<file path="config.mk">
export PLATFORM = sky130hd
export DESIGN_NAME = pcpt_lane
export DESIGN_NICKNAME = d
export VERILOG_FILES = /design/src/design/pcpt_pkg.sv /design/src/design/pcpt_lane.sv
export SDC_FILE = /design/constraint.sdc
export NUM_CORES = 2
export LEC_CHECK = 0
export ABC_AREA = 1
export BUFFER_PORTS_ARGS = -buffer_cell sky130_fd_sc_hd__clkbuf_2
export CAP_MARGIN = 20
export CORE_AREA = 2 2 354 356
export CTS_CLUSTER_SIZE = 25
export DETAILED_ROUTE_END_ITERATION = 7
export DIE_AREA = 0 0 356 358
export GPL_ROUTABILITY_DRIVEN = 0
export PLACE_DENSITY_LB_ADDON = 0.05
export SLEW_MARGIN = 20
export SYNTH_ARGS = -nofsm -noshare
export SYNTH_HDL_FRONTEND = slang
export SYNTH_SLANG_ARGS = --single-unit
</file>
<file path="constraint.sdc">
create_clock -name clk -period 11.9 [get_ports clk]
set_input_delay 1.19 -clock clk [delete_from_list [all_inputs] [get_ports clk]]
set_output_delay 1.19 -clock clk [all_outputs]
set_load 0.03 [all_outputs]
</file>
<file path="src/design/pcpt_pkg.sv">
// Shared types and constants for the online perceptron trainer.
// No dependencies; every other design file refers to this package by scoped names.
package pcpt_pkg;

    localparam int NUM_INPUTS    = 8;
    localparam int FEAT_W        = 24;
    localparam int VAL_W         = 40;
    localparam int LR_W          = 16;
    localparam int LR_FRAC       = 16;
    localparam int FRAC_BITS_DEF = 16;
    localparam logic [LR_W-1:0] LR_RESET = 16'd655;

    // Each weight is split into a signed upper half and an unsigned lower half so that
    // every lane multiplier stays near 20 x 24 bits.
    localparam int LO_W     = 20;
    localparam int HI_W     = VAL_W - LO_W;
    localparam int PH_W     = HI_W + FEAT_W;
    localparam int PL_W     = LO_W + 1 + FEAT_W;
    localparam int PAIRS    = NUM_INPUTS / 2;
    localparam int PH_SUM_W = PH_W + $clog2(NUM_INPUTS);
    localparam int PL_SUM_W = PL_W + $clog2(NUM_INPUTS);
    localparam int ACC_W    = PH_SUM_W + LO_W + 2;

    typedef struct packed {
        logic signed [FEAT_W-1:0] feature_0;
        logic signed [FEAT_W-1:0] feature_1;
        logic signed [FEAT_W-1:0] feature_2;
        logic signed [FEAT_W-1:0] feature_3;
        logic signed [FEAT_W-1:0] feature_4;
        logic signed [FEAT_W-1:0] feature_5;
        logic signed [FEAT_W-1:0] feature_6;
        logic signed [FEAT_W-1:0] feature_7;
        logic                     target_class;
    } pcpt_in_t;

    typedef struct packed {
        logic                    predicted_class;
        logic                    misclassified;
        logic signed [VAL_W-1:0] weight_out_0;
        logic signed [VAL_W-1:0] weight_out_1;
        logic signed [VAL_W-1:0] weight_out_2;
        logic signed [VAL_W-1:0] weight_out_3;
        logic signed [VAL_W-1:0] weight_out_4;
        logic signed [VAL_W-1:0] weight_out_5;
        logic signed [VAL_W-1:0] weight_out_6;
        logic signed [VAL_W-1:0] weight_out_7;
        logic signed [VAL_W-1:0] bias_out;
    } pcpt_out_t;

    // Pipeline strobes from the sequencer in the top level.
    typedef struct packed {
        logic start;
        logic stage2;
        logic stage3;
        logic commit;
        logic target;
    } pcpt_ctl_t;

    // Update decision from the merging stage to the lanes.
    typedef struct packed {
        logic apply;
        logic up;
    } pcpt_upd_t;

endpackage

</file>
<file path="src/design/pcpt_lane.sv">
// One weight lane: owns its weight, forms the partial products of the dot product,
// and prepares the saturated weight for both update directions. Uses pcpt_pkg.
module pcpt_lane #(
    parameter int FRAC_BITS = pcpt_pkg::FRAC_BITS_DEF
) (
    input  logic                                   clk,
    input  logic                                   rst_n,
    input  pcpt_pkg::pcpt_ctl_t                    ctl,
    input  pcpt_pkg::pcpt_upd_t                    upd,
    input  logic [pcpt_pkg::LR_W-1:0]              learn_rate,
    input  logic signed [pcpt_pkg::FEAT_W-1:0]     feature,
    output logic signed [pcpt_pkg::PH_W-1:0]       ph,
    output logic signed [pcpt_pkg::PL_W-1:0]       pl,
    output logic signed [pcpt_pkg::VAL_W-1:0]      weight_upd
);

    localparam int VAL_W    = pcpt_pkg::VAL_W;
    localparam int LO_W     = pcpt_pkg::LO_W;
    localparam int UP_SH    = (FRAC_BITS > pcpt_pkg::LR_FRAC) ? FRAC_BITS - pcpt_pkg::LR_FRAC : 0;
    localparam int DN_SH    = (FRAC_BITS < pcpt_pkg::LR_FRAC) ? pcpt_pkg::LR_FRAC - FRAC_BITS : 0;
    localparam int RAW_W    = pcpt_pkg::LR_W + 1 + pcpt_pkg::FEAT_W;
    localparam int STEP_W   = RAW_W + UP_SH;
    localparam int SUM_W    = STEP_W + 2;

    logic signed [VAL_W-1:0]          weight_reg;
    logic signed [pcpt_pkg::PH_W-1:0] ph_reg;
    logic signed [pcpt_pkg::PL_W-1:0] pl_reg;
    logic signed [RAW_W-1:0]          step_raw_reg;
    logic signed [VAL_W-1:0]          wplus_reg;
    logic signed [VAL_W-1:0]          wminus_reg;
    logic signed [STEP_W-1:0]         step_ext;
    logic signed [STEP_W-1:0]         step;

    function automatic logic signed [VAL_W-1:0] sat_val(input logic signed [SUM_W-1:0] v);
        logic [SUM_W-VAL_W:0] top_bits;
        top_bits = v[SUM_W-1:VAL_W-1];
        if (top_bits == '0 || top_bits == '1)
            return v[VAL_W-1:0];
        else if (v[SUM_W-1])
            return {1'b1, {(VAL_W-1){1'b0}}};
        else
            return {1'b0, {(VAL_W-1){1'b1}}};
    endfunction

    // Scaling from Q.16 to the weight format; the right shift floors, as intended.
    assign step_ext = STEP_W'(step_raw_reg);
    assign step     = (step_ext <<< UP_SH) >>> DN_SH;

    always_ff @(posedge clk)
    begin
        if (ctl.start)
        begin
            ph_reg       <= $signed(weight_reg[VAL_W-1:LO_W]) * feature;
            pl_reg       <= $signed({1'b0, weight_reg[LO_W-1:0]}) * feature;
            step_raw_reg <= $signed({1'b0, learn_rate}) * feature;
        end
        if (ctl.stage2)
        begin
            wplus_reg  <= sat_val(SUM_W'(weight_reg) + SUM_W'(step));
            wminus_reg <= sat_val(SUM_W'(weight_reg) - SUM_W'(step));
        end
    end

    assign weight_upd = upd.apply ? (upd.up ? wplus_reg : wminus_reg) : weight_reg;

    always_ff @(posedge clk or negedge rst_n)
    begin
        if (!rst_n)
            weight_reg <= '0;
        else if (ctl.commit)
            weight_reg <= weight_upd;
    end

    assign ph = ph_reg;
    assign pl = pl_reg;

endmodule

</file>
== After elaboration in Yosys (flattened, before gate mapping) ==
Index checks and enable logic that the tools add are counted.

* Add/sub/neg operators: 2
* $mul: 3
* Eq/ne operators: 2
* Multiplexer cells: 6
* Reductions and logical operators: 4

{| class="wikitable"
|+ Operators by type and width
! operator !! number
|-
| two-way mux 40 bit || 6
|-
| multiplier 21 x 24 -> 45 bit || 1
|-
| multiplier 20 x 24 -> 44 bit || 1
|-
| adder 40 x 41 -> 42 bit || 1
|-
| subtractor 40 x 41 -> 42 bit || 1
|-
| multiplier 17 x 24 -> 41 bit || 1
|-
| equality test 4 bit, second input constant || 2
|-
| zero test 4 bit || 2
|-
| logical OR 1 bit || 2
|}

* Bits in registers: 250
* Bits of input ports: 49
* Output and inout port bits: 129
* Word-level logic and storage cells: 23

== Depth between registers and ports, before layout ==
* Depth after elaboration: 4
* Gate-level depth with buffers: 29
* Mapped depth without buffers: 27

== Worst setup path after synthesis ==
No wires, ideal clock.

* Kind: input-to-reg
* From: input port feature[23] (netlist bit)
* To: register ph_reg (netlist bit ph[37]) (data pin)
* Arrival: 7224 ps
* Setup slack: 4417 ps
* Stages on the path: 25
* Buffers on the path: 2
* Path through: clkbuf_1 -> clkbuf_1 -> nand2_1 -> inv_1 -> fa_1 -> inv_1 -> fa_1 -> inv_1 -> fa_1 -> inv_1 -> fa_1 -> inv_1 -> fa_1 -> inv_1 -> fa_1 -> fa_1 -> inv_1 -> ha_1 -> nand2_1 -> nor2_1 -> inv_1 -> nor4_1 -> nand3_1 -> nand3_1 -> xor2_1

* Longest elaborated chain between the ends: 1

{| class="wikitable"
|+ RTL lines
! item !! line !! text
|-
| start: declaration || pcpt_lane.sv:11 || <nowiki>input logic signed [pcpt_pkg::FEAT_W-1:0] feature,</nowiki>
|-
| multiplier 20 x 24 -> 44 bit || pcpt_lane.sv:53 || <nowiki>ph_reg <= $signed(weight_reg[VAL_W-1:LO_W]) * feature;</nowiki>
|-
| end signal: assignment || pcpt_lane.sv:53 ||
|-
| end: declaration || pcpt_lane.sv:26 || <nowiki>logic signed [pcpt_pkg::PH_W-1:0] ph_reg;</nowiki>
|}

Every way passes these cells.
A chain may end at the register's enable or synchronous reset.

== Worst setup path in the final report ==
Same ends and word-level chain as after synthesis.

==> impl_metrics.env <==
export IMPL_crit_fanout=42
export IMPL_io_pins=178
export IMPL_area_growth_pct=4.32
export IMPL_grt_pass1_vias=56700
export IMPL_finalSetupViolCount=0
export IMPL_yosys_area_top_type="fa_1"
export IMPL_grt_overflow=0
export IMPL_ys_seq_area_share_pct=10.8
export IMPL_whs_path_depth=4
export IMPL_drive_gt1_share_pct=4.20
export IMPL_drv_cap=0
export IMPL_die_h_um=358
export IMPL_rsz0062_at_grt="false"
export IMPL_fin_crit_ns=7.99
export IMPL_drcViolationCount=0
export IMPL_clock_latency_ns=0.62
export IMPL_start_util_pct=54.9
export IMPL_largest_register_ffs=45
export IMPL_ys_flop_type="edfxtp_1"
export IMPL_dr_pass1_iters=6
export IMPL_coreArea_um2=123000
export IMPL_syn_num_nets=10500
export IMPL_numCtsBuffers=28
export IMPL_reg2reg_depth=25
export IMPL_ys_types=50
export IMPL_grt_pass1_wl_um=313000
export IMPL_cts_setup_buffers=0
export IMPL_die_w_um=356
export IMPL_cts_hold_fix_buffers=0
export IMPL_final_cells=10300
export IMPL_startpoint_type="primary input"
export IMPL_wl_per_cell_um=18.8
export IMPL_nets=10400
export IMPL_cts_tree="built"
export IMPL_antenna_found_initial=2
export IMPL_wl_met1_um=80700
export IMPL_wl_met2_um=90500
export IMPL_hpwl_um=154000
export IMPL_min_path_type="reg -> reg"
export IMPL_root_buffer="clkbuf_16"
export IMPL_status="finished clean"
export IMPL_antenna_left=0
export IMPL_synth_most_common_cell="inv_1"
export IMPL_avgSynthCellArea_um2=7.80
export IMPL_syn_area_um2=67600
export IMPL_crit_arrival_ns=8.35
export IMPL_fmax_ghz=0.125
export IMPL_via_per_inst=5.25
export IMPL_hold_viol_final=0
export IMPL_syn_instance_count=8677
export IMPL_yosys_area_top_type_share_pct=40.3
export IMPL_max_slew_margin_pct=27.0
export IMPL_fin_setup_tns_ns=0
export IMPL_highest_layer="met4"
export IMPL_grt_usage_pct=31.5
export IMPL_cts_repair_resized=0
export IMPL_ys_ff_latch=250
export IMPL_fin_worst_skew_ns=0.0240
export IMPL_ys_top_cells_by_area="fa_1, inv_1, nand2_1"
export IMPL_required_ns=12.25
export IMPL_synth_async_sr_flop_share_pct=16.0
export IMPL_port_buffers=175
export IMPL_drt_initial_drc_count=4667
export IMPL_wl_met3_um=15100
export IMPL_htree_num_levels=1
export IMPL_finalWirelength_um=193000
export IMPL_postPlaceCellArea_um2=69600
export IMPL_fin_crit_sh_pct=67.2
export IMPL_r2r_slack_ns=4.41
export IMPL_synth_commonest_cells="inv_1, nand2_1, fa_1"
export IMPL_rows=129
export IMPL_synth_edf_count=210
export IMPL_timing_worst_slew_pin_value_ns=1.08
export IMPL_cts_buffer_depth=3
export IMPL_clock_sink_count=250
export IMPL_clk_pin_slew_ns=0.06
export IMPL_dpl_cell_count=10200
export IMPL_dieArea_um2=127000
export IMPL_worst_setup_path_type="in -> reg"
export IMPL_grt_max_degree=81
export IMPL_ys_warn_count=0
export IMPL_critPathCaptureType="flop"
export IMPL_vias=53800
export IMPL_final_area_um2=70600
export IMPL_slew_violations=0
==> cell usage in the layout, fill, tap and decap left out, types with 15 or more instances in the layout <==
| cell | n |
|---|---|
| buf_4 | 75 |
| a31oi_1 | 42 |
| nand2_1 | 2171 |
| nor2_2 | 17 |
| clkbuf_2 | 173 |
| o22ai_1 | 40 |
| clkbuf_16 | 28 |
| edfxtp_1 | 210 |
| fa_1 | 1362 |
| a21o_1 | 27 |
| nor3_1 | 35 |
| inv_1 | 2542 |
| dfrtp_1 | 40 |
| nand3_1 | 154 |
| ha_1 | 417 |
| o21bai_1 | 49 |
| nand4_1 | 31 |
| inv_2 | 20 |
| o21ai_0 | 218 |
| xor2_1 | 142 |
| nor2_1 | 408 |
| nor4_1 | 15 |
| a21oi_1 | 224 |
| xnor2_1 | 56 |
==> routing by layer <==
metal / vias to the layer above / GRT usage (%)
met5: - / 0
met4: 0 / 9.95
met3: 360 / 3.98
met2: 2093 / 52.2
met1: 26600 / 43.4
li1: 24700 / -
==> area by class of cell <==
type	instances	area [µm²]
Inverter	2565	9630
Multi-Input combinational cell	5496	49200
Antenna cell	3	7.51
Tap cell	1637	2050
Clock inverter	16	180
Clock buffer	35	727
Timing Repair Buffer	250	1470
Fill cell	11700	52700
Sequential cell	250	7310
==> logic make-up (layout without fill, tap and decap cells) <==
family          count (synthesis)  in the layout  share of synthesized area (%)
buf+inv                      2931           2866                           16.5
simple gates                 2877           2877                           16.8
fa+ha+maj                    1779           1779                           48.0
compound gates                642            642                           5.36
flops                         250            250                           10.8
xor+xnor                      198            198                           2.56
other cells                     0              3                              0
==> stage by stage <==
stage | setup slack (ns) | utilization (%) | hold WS, ns
3_3_place_gp | 3.35 | 56.5 | 0.656
3_5_place_dp | 3.28 | 56.5 | 0.682
6_report | 3.91 | 57.2 | 0.685
5_1_grt | 3.38 | 57.2 | 0.725
4_1_cts | 3.95 | 57.2 | 0.687
2_1_floorplan | 4.42 | - | 0.680
==> worst max-delay path: stages <==
cell and delay [ns]:
clkbuf_2 0.28, buf_4 0.59, nand2_1 0.27, fa_1 0.73, inv_1 0.13, fa_1 0.92, inv_1 0.13, fa_1 0.50
fa_1 0.57, fa_1 0.44, fa_1 0.46, fa_1 0.49, inv_1 0.04, ha_1 0.38, nand2_1 0.12, nor2_1 0.16
inv_1 0.10, nor4_1 0.44, nand3_1 0.13, nand3_1 0.16, xor2_1 0.09
==> path summary, 6_finish.rpt <==
kind	to	start
max in group asynchronous	weight_reg[4]	rst_n
min in group asynchronous	weight_reg[37]	rst_n
min	weight_reg[36]	wplus_reg[36]
min reg2reg	weight_reg[36]	wplus_reg[36]
max	ph[37]	feature[23]
max reg2reg	ph[37]	weight_reg[23]
Power is not shown: default switching activity piles up to over one toggle a cycle in this logic, so the estimate is an artifact.
