**src/design/pcpt_pkg.sv**
```systemverilog
// Shared types and constants for the online perceptron trainer.
// No dependencies; every other design file refers to this package by scoped names.
package pcpt_pkg;

    localparam int NUM_INPUTS    = 8;
    localparam int FEAT_W        = 24;
    localparam int VAL_W         = 40;
    localparam int LR_W          = 16;
    localparam int LR_FRAC       = 16;
    localparam int FRAC_BITS_DEF = 16;
    localparam logic [LR_W-1:0] LR_RESET = 16'd655;

    // Each weight is split into a signed upper half and an unsigned lower half so that
    // every lane multiplier stays near 20 x 24 bits.
    localparam int LO_W     = 20;
    localparam int HI_W     = VAL_W - LO_W;
    localparam int PH_W     = HI_W + FEAT_W;
    localparam int PL_W     = LO_W + 1 + FEAT_W;
    localparam int PAIRS    = NUM_INPUTS / 2;
    localparam int PH_SUM_W = PH_W + $clog2(NUM_INPUTS);
    localparam int PL_SUM_W = PL_W + $clog2(NUM_INPUTS);
    localparam int ACC_W    = PH_SUM_W + LO_W + 2;

    typedef struct packed {
        logic signed [FEAT_W-1:0] feature_0;
        logic signed [FEAT_W-1:0] feature_1;
        logic signed [FEAT_W-1:0] feature_2;
        logic signed [FEAT_W-1:0] feature_3;
        logic signed [FEAT_W-1:0] feature_4;
        logic signed [FEAT_W-1:0] feature_5;
        logic signed [FEAT_W-1:0] feature_6;
        logic signed [FEAT_W-1:0] feature_7;
        logic                     target_class;
    } pcpt_in_t;

    typedef struct packed {
        logic                    predicted_class;
        logic                    misclassified;
        logic signed [VAL_W-1:0] weight_out_0;
        logic signed [VAL_W-1:0] weight_out_1;
        logic signed [VAL_W-1:0] weight_out_2;
        logic signed [VAL_W-1:0] weight_out_3;
        logic signed [VAL_W-1:0] weight_out_4;
        logic signed [VAL_W-1:0] weight_out_5;
        logic signed [VAL_W-1:0] weight_out_6;
        logic signed [VAL_W-1:0] weight_out_7;
        logic signed [VAL_W-1:0] bias_out;
    } pcpt_out_t;

    // Pipeline strobes from the sequencer in the top level.
    typedef struct packed {
        logic start;
        logic stage2;
        logic stage3;
        logic commit;
        logic target;
    } pcpt_ctl_t;

    // Update decision from the merging stage to the lanes.
    typedef struct packed {
        logic apply;
        logic up;
    } pcpt_upd_t;

endpackage

```
**src/design/pcpt_merge.sv**
```systemverilog
// Merging stage: registered adder tree over the lane partial products, bias
// handling and the class decision that drives the weight update. Uses pcpt_pkg.
module pcpt_merge #(
    parameter int FRAC_BITS = pcpt_pkg::FRAC_BITS_DEF
) (
    input  logic                               clk,
    input  logic                               rst_n,
    input  pcpt_pkg::pcpt_ctl_t                ctl,
    input  logic [pcpt_pkg::LR_W-1:0]          learn_rate,
    input  logic signed [pcpt_pkg::PH_W-1:0]   ph [pcpt_pkg::NUM_INPUTS],
    input  logic signed [pcpt_pkg::PL_W-1:0]   pl [pcpt_pkg::NUM_INPUTS],
    output pcpt_pkg::pcpt_upd_t                upd,
    output logic                               pred,
    output logic signed [pcpt_pkg::VAL_W-1:0]  bias_upd
);

    localparam int VAL_W    = pcpt_pkg::VAL_W;
    localparam int PH_W     = pcpt_pkg::PH_W;
    localparam int PL_W     = pcpt_pkg::PL_W;
    localparam int PAIRS    = pcpt_pkg::PAIRS;
    localparam int PH_SUM_W = pcpt_pkg::PH_SUM_W;
    localparam int PL_SUM_W = pcpt_pkg::PL_SUM_W;
    localparam int ACC_W    = pcpt_pkg::ACC_W;
    localparam int UP_SH    = (FRAC_BITS > pcpt_pkg::LR_FRAC) ? FRAC_BITS - pcpt_pkg::LR_FRAC : 0;
    localparam int DN_SH    = (FRAC_BITS < pcpt_pkg::LR_FRAC) ? pcpt_pkg::LR_FRAC - FRAC_BITS : 0;
    localparam int DB_W     = pcpt_pkg::LR_W + UP_SH;
    localparam int BSUM_W   = VAL_W + 1;

    logic signed [PH_W:0]          pair_ph_reg [PAIRS];
    logic signed [PL_W:0]          pair_pl_reg [PAIRS];
    logic signed [PH_SUM_W-1:0]    tot_ph_reg;
    logic signed [PL_SUM_W-1:0]    tot_pl_reg;
    logic signed [PH_SUM_W-1:0]    tot_ph_next;
    logic signed [PL_SUM_W-1:0]    tot_pl_next;
    logic signed [VAL_W-1:0]       bias_reg;
    logic signed [VAL_W-1:0]       bplus_reg;
    logic signed [VAL_W-1:0]       bminus_reg;
    logic [DB_W-1:0]               db;
    logic signed [BSUM_W-1:0]      db_ext;
    logic signed [ACC_W-1:0]       acc;
    logic                          wrong;

    function automatic logic signed [VAL_W-1:0] sat_val(input logic signed [BSUM_W-1:0] v);
        logic [BSUM_W-VAL_W:0] top_bits;
        top_bits = v[BSUM_W-1:VAL_W-1];
        if (top_bits == '0 || top_bits == '1)
            return v[VAL_W-1:0];
        else if (v[BSUM_W-1])
            return {1'b1, {(VAL_W-1){1'b0}}};
        else
            return {1'b0, {(VAL_W-1){1'b1}}};
    endfunction

    assign db     = (DB_W'(learn_rate) << UP_SH) >> DN_SH;
    assign db_ext = BSUM_W'($signed({1'b0, db}));

    always_comb
    begin
        tot_ph_next = '0;
        tot_pl_next = '0;
        for (int k = 0; k < PAIRS; k++)
        begin
            tot_ph_next = tot_ph_next + PH_SUM_W'(pair_ph_reg[k]);
            tot_pl_next = tot_pl_next + PL_SUM_W'(pair_pl_reg[k]);
        end
    end

    always_ff @(posedge clk)
    begin
        if (ctl.stage2)
        begin
            for (int k = 0; k < PAIRS; k++)
            begin
                pair_ph_reg[k] <= (PH_W+1)'(ph[2*k]) + (PH_W+1)'(ph[2*k+1]);
                pair_pl_reg[k] <= (PL_W+1)'(pl[2*k]) + (PL_W+1)'(pl[2*k+1]);
            end
            bplus_reg  <= sat_val(BSUM_W'(bias_reg) + db_ext);
            bminus_reg <= sat_val(BSUM_W'(bias_reg) - db_ext);
        end
        if (ctl.stage3)
        begin
            tot_ph_reg <= tot_ph_next;
            tot_pl_reg <= tot_pl_next;
        end
    end

    // The upper-half partial sum carries a weight of 2^LO_W.
    assign acc   = (ACC_W'(tot_ph_reg) <<< pcpt_pkg::LO_W) + ACC_W'(tot_pl_reg)
                   + ACC_W'(bias_reg);
    assign pred  = ~acc[ACC_W-1];
    assign wrong = pred ^ ctl.target;

    assign upd.apply = wrong;
    assign upd.up    = ctl.target;
    assign bias_upd  = wrong ? (ctl.target ? bplus_reg : bminus_reg) : bias_reg;

    always_ff @(posedge clk or negedge rst_n)
    begin
        if (!rst_n)
            bias_reg <= '0;
        else if (ctl.commit)
            bias_reg <= bias_upd;
    end

endmodule

```
**config.mk**
```make
export PLATFORM = sky130hd
export DESIGN_NAME = pcpt_merge
export DESIGN_NICKNAME = d
export VERILOG_FILES = /design/src/design/pcpt_pkg.sv /design/src/design/pcpt_merge.sv
export SDC_FILE = /design/constraint.sdc
export NUM_CORES = 2
export LEC_CHECK = 0
export BUFFER_PORTS_ARGS = -buffer_cell sky130_fd_sc_hd__clkbuf_2
export CAP_MARGIN = 20
export CORE_ASPECT_RATIO = 1.4
export CORE_UTILIZATION = 53
export CTS_BUF_LIST = sky130_fd_sc_hd__clkbuf_4 sky130_fd_sc_hd__clkbuf_8 sky130_fd_sc_hd__clkbuf_16
export DETAILED_ROUTE_END_ITERATION = 10
export PLACE_DENSITY = 0.85
export SLEW_MARGIN = 15
export SYNTH_ARGS = -nofsm -noshare
export SYNTH_HDL_FRONTEND = slang
export SYNTH_SLANG_ARGS = --single-unit
export TNS_END_PERCENT = 20
```
**constraint.sdc**
```tcl
create_clock -name clk -period 5.8 [get_ports clk]
set_input_delay 0.87 -clock clk [delete_from_list [all_inputs] [get_ports clk]]
set_output_delay 0.87 -clock clk [all_outputs]
set_load 0.01 [all_outputs]
```
Word-level counts from Yosys, hierarchy flattened --
Memories as Yosys holds them, arrays and structs flattened. Index checks and enable logic that the tools add are counted. W data, S select, Z words.
Storage, ports and cells: memories 2, bits in writable memories 364, input port bits 735, output and inout port bits 43, register bits after elaboration 215
Memory list:
- pair_pl_reg | words 4, width 46, rd ports 4, clocked after Yosys merged registers in 0, write ports 4, line pcpt_merge.sv:30 | logic signed [PL_W:0] pair_pl_reg [PAIRS];
- pair_ph_reg | words 4, width 45, rd ports 4, clocked after Yosys merged registers in 0, write ports 4, line pcpt_merge.sv:29 | logic signed [PH_W:0] pair_ph_reg [PAIRS];
Operators by class: muxes and demuxes 8, bitwise gates (word level) 2, add/subtract/negate cells 18, eq/ne operators 2, reductions and logical operators 4
Operators with widths (count):
- $mux W40 | 6
- $add A45 B45 Y46 | 5
- $add A44 B44 Y45 | 4
- $add A68 B40 Y69 | 1
- $add A67 B48 Y68 | 1
- $add A47 B46 Y48 | 1
- $add A48 B46 Y48 | 1
- $add A46 B45 Y47 | 1
- $add A46 B46 Y47 | 1
- $add A47 B45 Y47 | 1
- $add A40 B17 Y41 | 1
- $sub A40 B17 Y41 | 1
- $eq A2 B2 Y1 const B | 2
- $logic_not A2 Y1 | 2
- $logic_or A1 B1 Y1 | 2
- $mux W1 | 2
- $not A1 Y1 | 1
- $xor A1 B1 Y1 | 1

Longest topological paths before layout --
depth in word-level cells 5, mapped depth 19, depth with buffers taken out 19

Worst setup path before layout --
No wires, ideal clock.
path kind register to output, start register bias_reg[39], end output port bias_upd[18] in the netlist's numbering, stages on the path, launching flop included 16, data arrival time 4493 ps, slack 437 ps, buffers on the path 4, data required time 4930 ps, cell sequence dfrtp_1 > clkbuf_1 > inv_1 > fa_1 > inv_1 > ha_1 > a21o_1 > a2111oi_0 > o2111ai_1 > nor3_1 > or2_2 > clkbuf_1 > clkbuf_1 > clkbuf_1 > nor3_1 > a211oi_1
On the way: word-level cells in the longest chain between the ends 4
Ends and longest elaborated chain:
- start, declared | line pcpt_merge.sv:35 | logic signed [VAL_W-1:0] bias_reg;
- start signal, assigned | line pcpt_merge.sv:102 | bias_reg <= bias_upd;
- $add A68 B40 Y69 | line pcpt_merge.sv:89 | + ACC_W'(bias_reg);
- $not A1 Y1 | line pcpt_merge.sv:90 | assign pred = ~acc[ACC_W-1];
- $xor A1 B1 Y1 | line pcpt_merge.sv:91 | assign wrong = pred ^ ctl.target;
- $mux W40 | line pcpt_merge.sv:95 | assign bias_upd = wrong ? (ctl.target ? bplus_reg : bminus_reg) : bias_reg;
- end, declared | line pcpt_merge.sv:14 | output logic signed [pcpt_pkg::VAL_W-1:0] bias_upd
No other way between the ends.

Worst setup path after layout --
start register bias_reg[39], end output port bias_upd[26] in the netlist's numbering
Same word-level chain as after synthesis.

==> impl_metrics.yaml <==
outcome:
  status: "finished, final reports clean"
detailed_routing:
  routedWlPerCell_um: 22.28
  vias_per_cell: 5.922
  wl_um: 169900
  antenna_left: 0
  drc: 0
  vias: 45150
  dr.first_iter.drc_count: 3877
  drtPass1Iterations: 6
timing:
  fmax_mhz: 179.2
  hold_viol_final: 0
  maxSlewHeadroom_pct: 26.18
  period_needed_ns: 5.580
  setup_viol: 0
  worst_slew_pin_slew_ns: 1.093
  slew_violations: 0
  skew_ns: 0.04299
  finalCritPeriodShare_pct: 96.21
  fin_setup_tns_ns: 0
  rsz0062_at_grt: "no"
grt:
  grt_pass1_wl_um: 251100
  grt_pass1_vias: 44540
  grt.overflow.total: 0
  grt_use_total_pct: 33.23
  grt_max_degree: 130
  antenna_found_initial: 48
clocking:
  cts-htree-levels: 2
  clk_path_buf_depth: 3
  root_buffer: "clkbuf_16"
  insertion_delay_ns: 0.68
  clock-sinks: 579
  clk_pin_slew_worst_paths_ns: 0.07
  cts_buffers: 61
  cts_tree: "done"
final_layout:
  area_growth_pct: 14.91
  fin_nets: 7788
  num-fill-cells: 8126
  drive_gt1_share_pct: 16.34
  stdcell_count: 7625
  largest_reg_flops: 184
die:
  fp.coreArea_mm2: 0.09818
  io_pins: 778
  die_y_um: 374.3
  rows: 136
  initial_core_util_pct: 53.45
  die-area_mm2: 0.1003
  dieWidth_um: 267.9
critical_path:
  cp-start-kind: "flop"
  cp.required_ns: 4.93
  crit_path_end: "bias_upd[26]"
  r2r_cells: 16
  regToRegSetupSlack_ns: 0.39
  setup.worst_path.end_class: "primary output"
  rr_startpoint: "pair_pl_reg[3][2]"
  arrival_ns: 4.71
  cp-startpoint: "bias_reg[39]"
  cp_max_fo: 32
  critPathKind: "reg2out"
  rr_endpoint: "tot_pl_reg[46]"
placement:
  dp_hpwl_um: 141000
  io_buffers: 776
  place.gp.congestion: 1.019
  dpl.cell_count: 7492
logic_synthesis:
  netlist.area_leader.share_pct: 30.84
  ys_async_sr_fraction_pct: 6.908
  ys_types: 88
  synth_edf_count: 539
  ys.flop_type: "edfxtp_1"
  synth_area_leaders: "edfxtp_1 31%, ha_1 13%, fa_1 9.2%, xnor2_1 5.5%, inv_1 5.4%"
  syn_inst: 5472
  synth_nets: 7014
  yosysTopAreaCell: "edfxtp_1"
  ys_ff_latch: 579
  synth_warnings: 0
  syn-cell-area_mm2: 0.05248
  avgSynthCellArea_um2: 9.590
  yosysSeqAreaShare_pct: 32.75
power_and_ir_drop:
  p_per_area_mw_per_mm2: 598.7
  ir_drop_mv: 1.451
  p_leak_nw: 28.47
  report.power.total_w: 0.03610
min_path:
  hold_path.class: "in2async"
job:
  maxCapViolations: 0
power by group:
group          internal (W)  leakage, nW  switching [W]
Sequential          0.00663         5.73       0.000764
Combinational       0.00988         21.7         0.0147
Clock               0.00233         1.03        0.00175
Total                0.0188         28.5         0.0173
worst min path at each step:
stage / slack [ns] / endpoint / start / depth (start not counted)
5_1_grt: 0.34 / bias_reg[36] / rst_n / 2
3_3_place_gp: 0.54 / bias_reg[0] / bplus_reg[0] / 2
3_5_place_dp: 0.56 / tot_pl_reg[0] / pair_pl_reg[1][0] / 1
2_1_floorplan: 0.53 / tot_ph_reg[0] / pair_ph_reg[1][0] / 1
6_report: 0.32 / bias_reg[17] / rst_n / 2
4_1_cts: 0.31 / bias_reg[17] / rst_n / 2
synth_stat cells, types with 81 or more instances:
| master | n |
|---|---|
| a21o_1 | 254 |
| a21oi_1 | 489 |
| clkbuf_1 | 120 |
| edfxtp_1 | 539 |
| fa_1 | 241 |
| ha_1 | 566 |
| inv_1 | 759 |
| nand2_1 | 228 |
| nand3_1 | 97 |
| nor2_1 | 298 |
| nor3_1 | 81 |
| o21ai_0 | 309 |
| xnor2_1 | 332 |
| xor2_1 | 131 |
cell families (layout without fill, tap and decap cells):
family / Yosys count / after routing / share of synthesized area, %
simple gates: 1106 / 1106 / 10.42
compound gates: 1606 / 1606 / 19.62
fa+ha+maj: 807 / 807 / 22.69
mux: 20 / 20 / 0.3886
other cells: 0 / 15 / 0
buf+inv: 891 / 1718 / 6.399
flops: 579 / 579 / 32.75
xor+xnor: 463 / 463 / 7.727
layout make-up:
class,count,area (um^2),area share (%)
multi-input combinational,4002,32030,53.11
sequential,579,17190,28.50
timing repair buffer,842,4483,7.434
inverter,760,2856,4.737
tap,1311,1640,2.720
clock buffer,73,1635,2.712
clock inverter,43,434.2,0.7200
antenna,15,37.54,0.06225
what timing repair did:
| item | in CTS | in global routing |
|---|---|---|
| gates resized for setup | 13 | 13 |
| endpoints found under the setup margin | 40 | 39 |
| hold buffers | 0 | 0 |
| endpoints found under the hold margin | 0 | 0 |
| pin swaps | 0 | 1 |
| buffers inserted | 2 | 0 |
| cloned | 0 | 0 |
metal layers:
| layer | track usage (%) | vias up | part of all wire, % |
|---|---|---|---|
| li1 | - | 21030 | - |
| met3 | 7.648 | 519 | 8.3 |
| met4 | 19.21 | 66 | 6.7 |
| met2 | 56.97 | 2033 | 49 |
| met5 | 0 | - | 0.25 |
| met1 | 37.55 | 21510 | 36 |
stage by stage:
| stage | hold slack [ns] | setup slack [ns] | instance area (um^2) | util, % |
|---|---|---|---|---|
| after floorplan | 0.5256 | 0.4370 | 52480 | - |
| after global placement | 0.5437 | 0.4666 | 58060 | 59.14 |
| after detailed placement | 0.5609 | 0.2562 | 58060 | 59.14 |
| after CTS | 0.3088 | 0.02586 | 60200 | 61.32 |
| after global routing | 0.3429 | 0.003792 | 60290 | 61.40 |
| final | 0.3203 | 0.2198 | 60300 | 61.42 |
cells in the final DEF, fill, tap and decap left out, types with 227 or more instances in the layout:
cell type,instances
clkbuf_2,773
inv_1,757
ha_1,566
edfxtp_1,539
a21oi_1,488
xnor2_1,331
o21ai_0,307
nor2_1,298
a21o_1,254
fa_1,241
nand2_1,227
critical path, stage by stage (launching register included):
cell and delay (ns):
dfrtp_1 0.40, clkinvlp_4 0.13, buf_12 0.16, buf_4 0.17, buf_4 0.14, fa_1 0.49, inv_1 0.05, ha_1 0.30
a21o_1 0.20, a2111oi_4 0.39, o2111ai_1 0.17, nor3_1 0.20, or2_4 0.26, buf_6 0.28, and3_1 0.19, a31oi_1 0.05
o21ai_0 0.21, clkbuf_2 0.21
(Power assumes the default switching activity.)
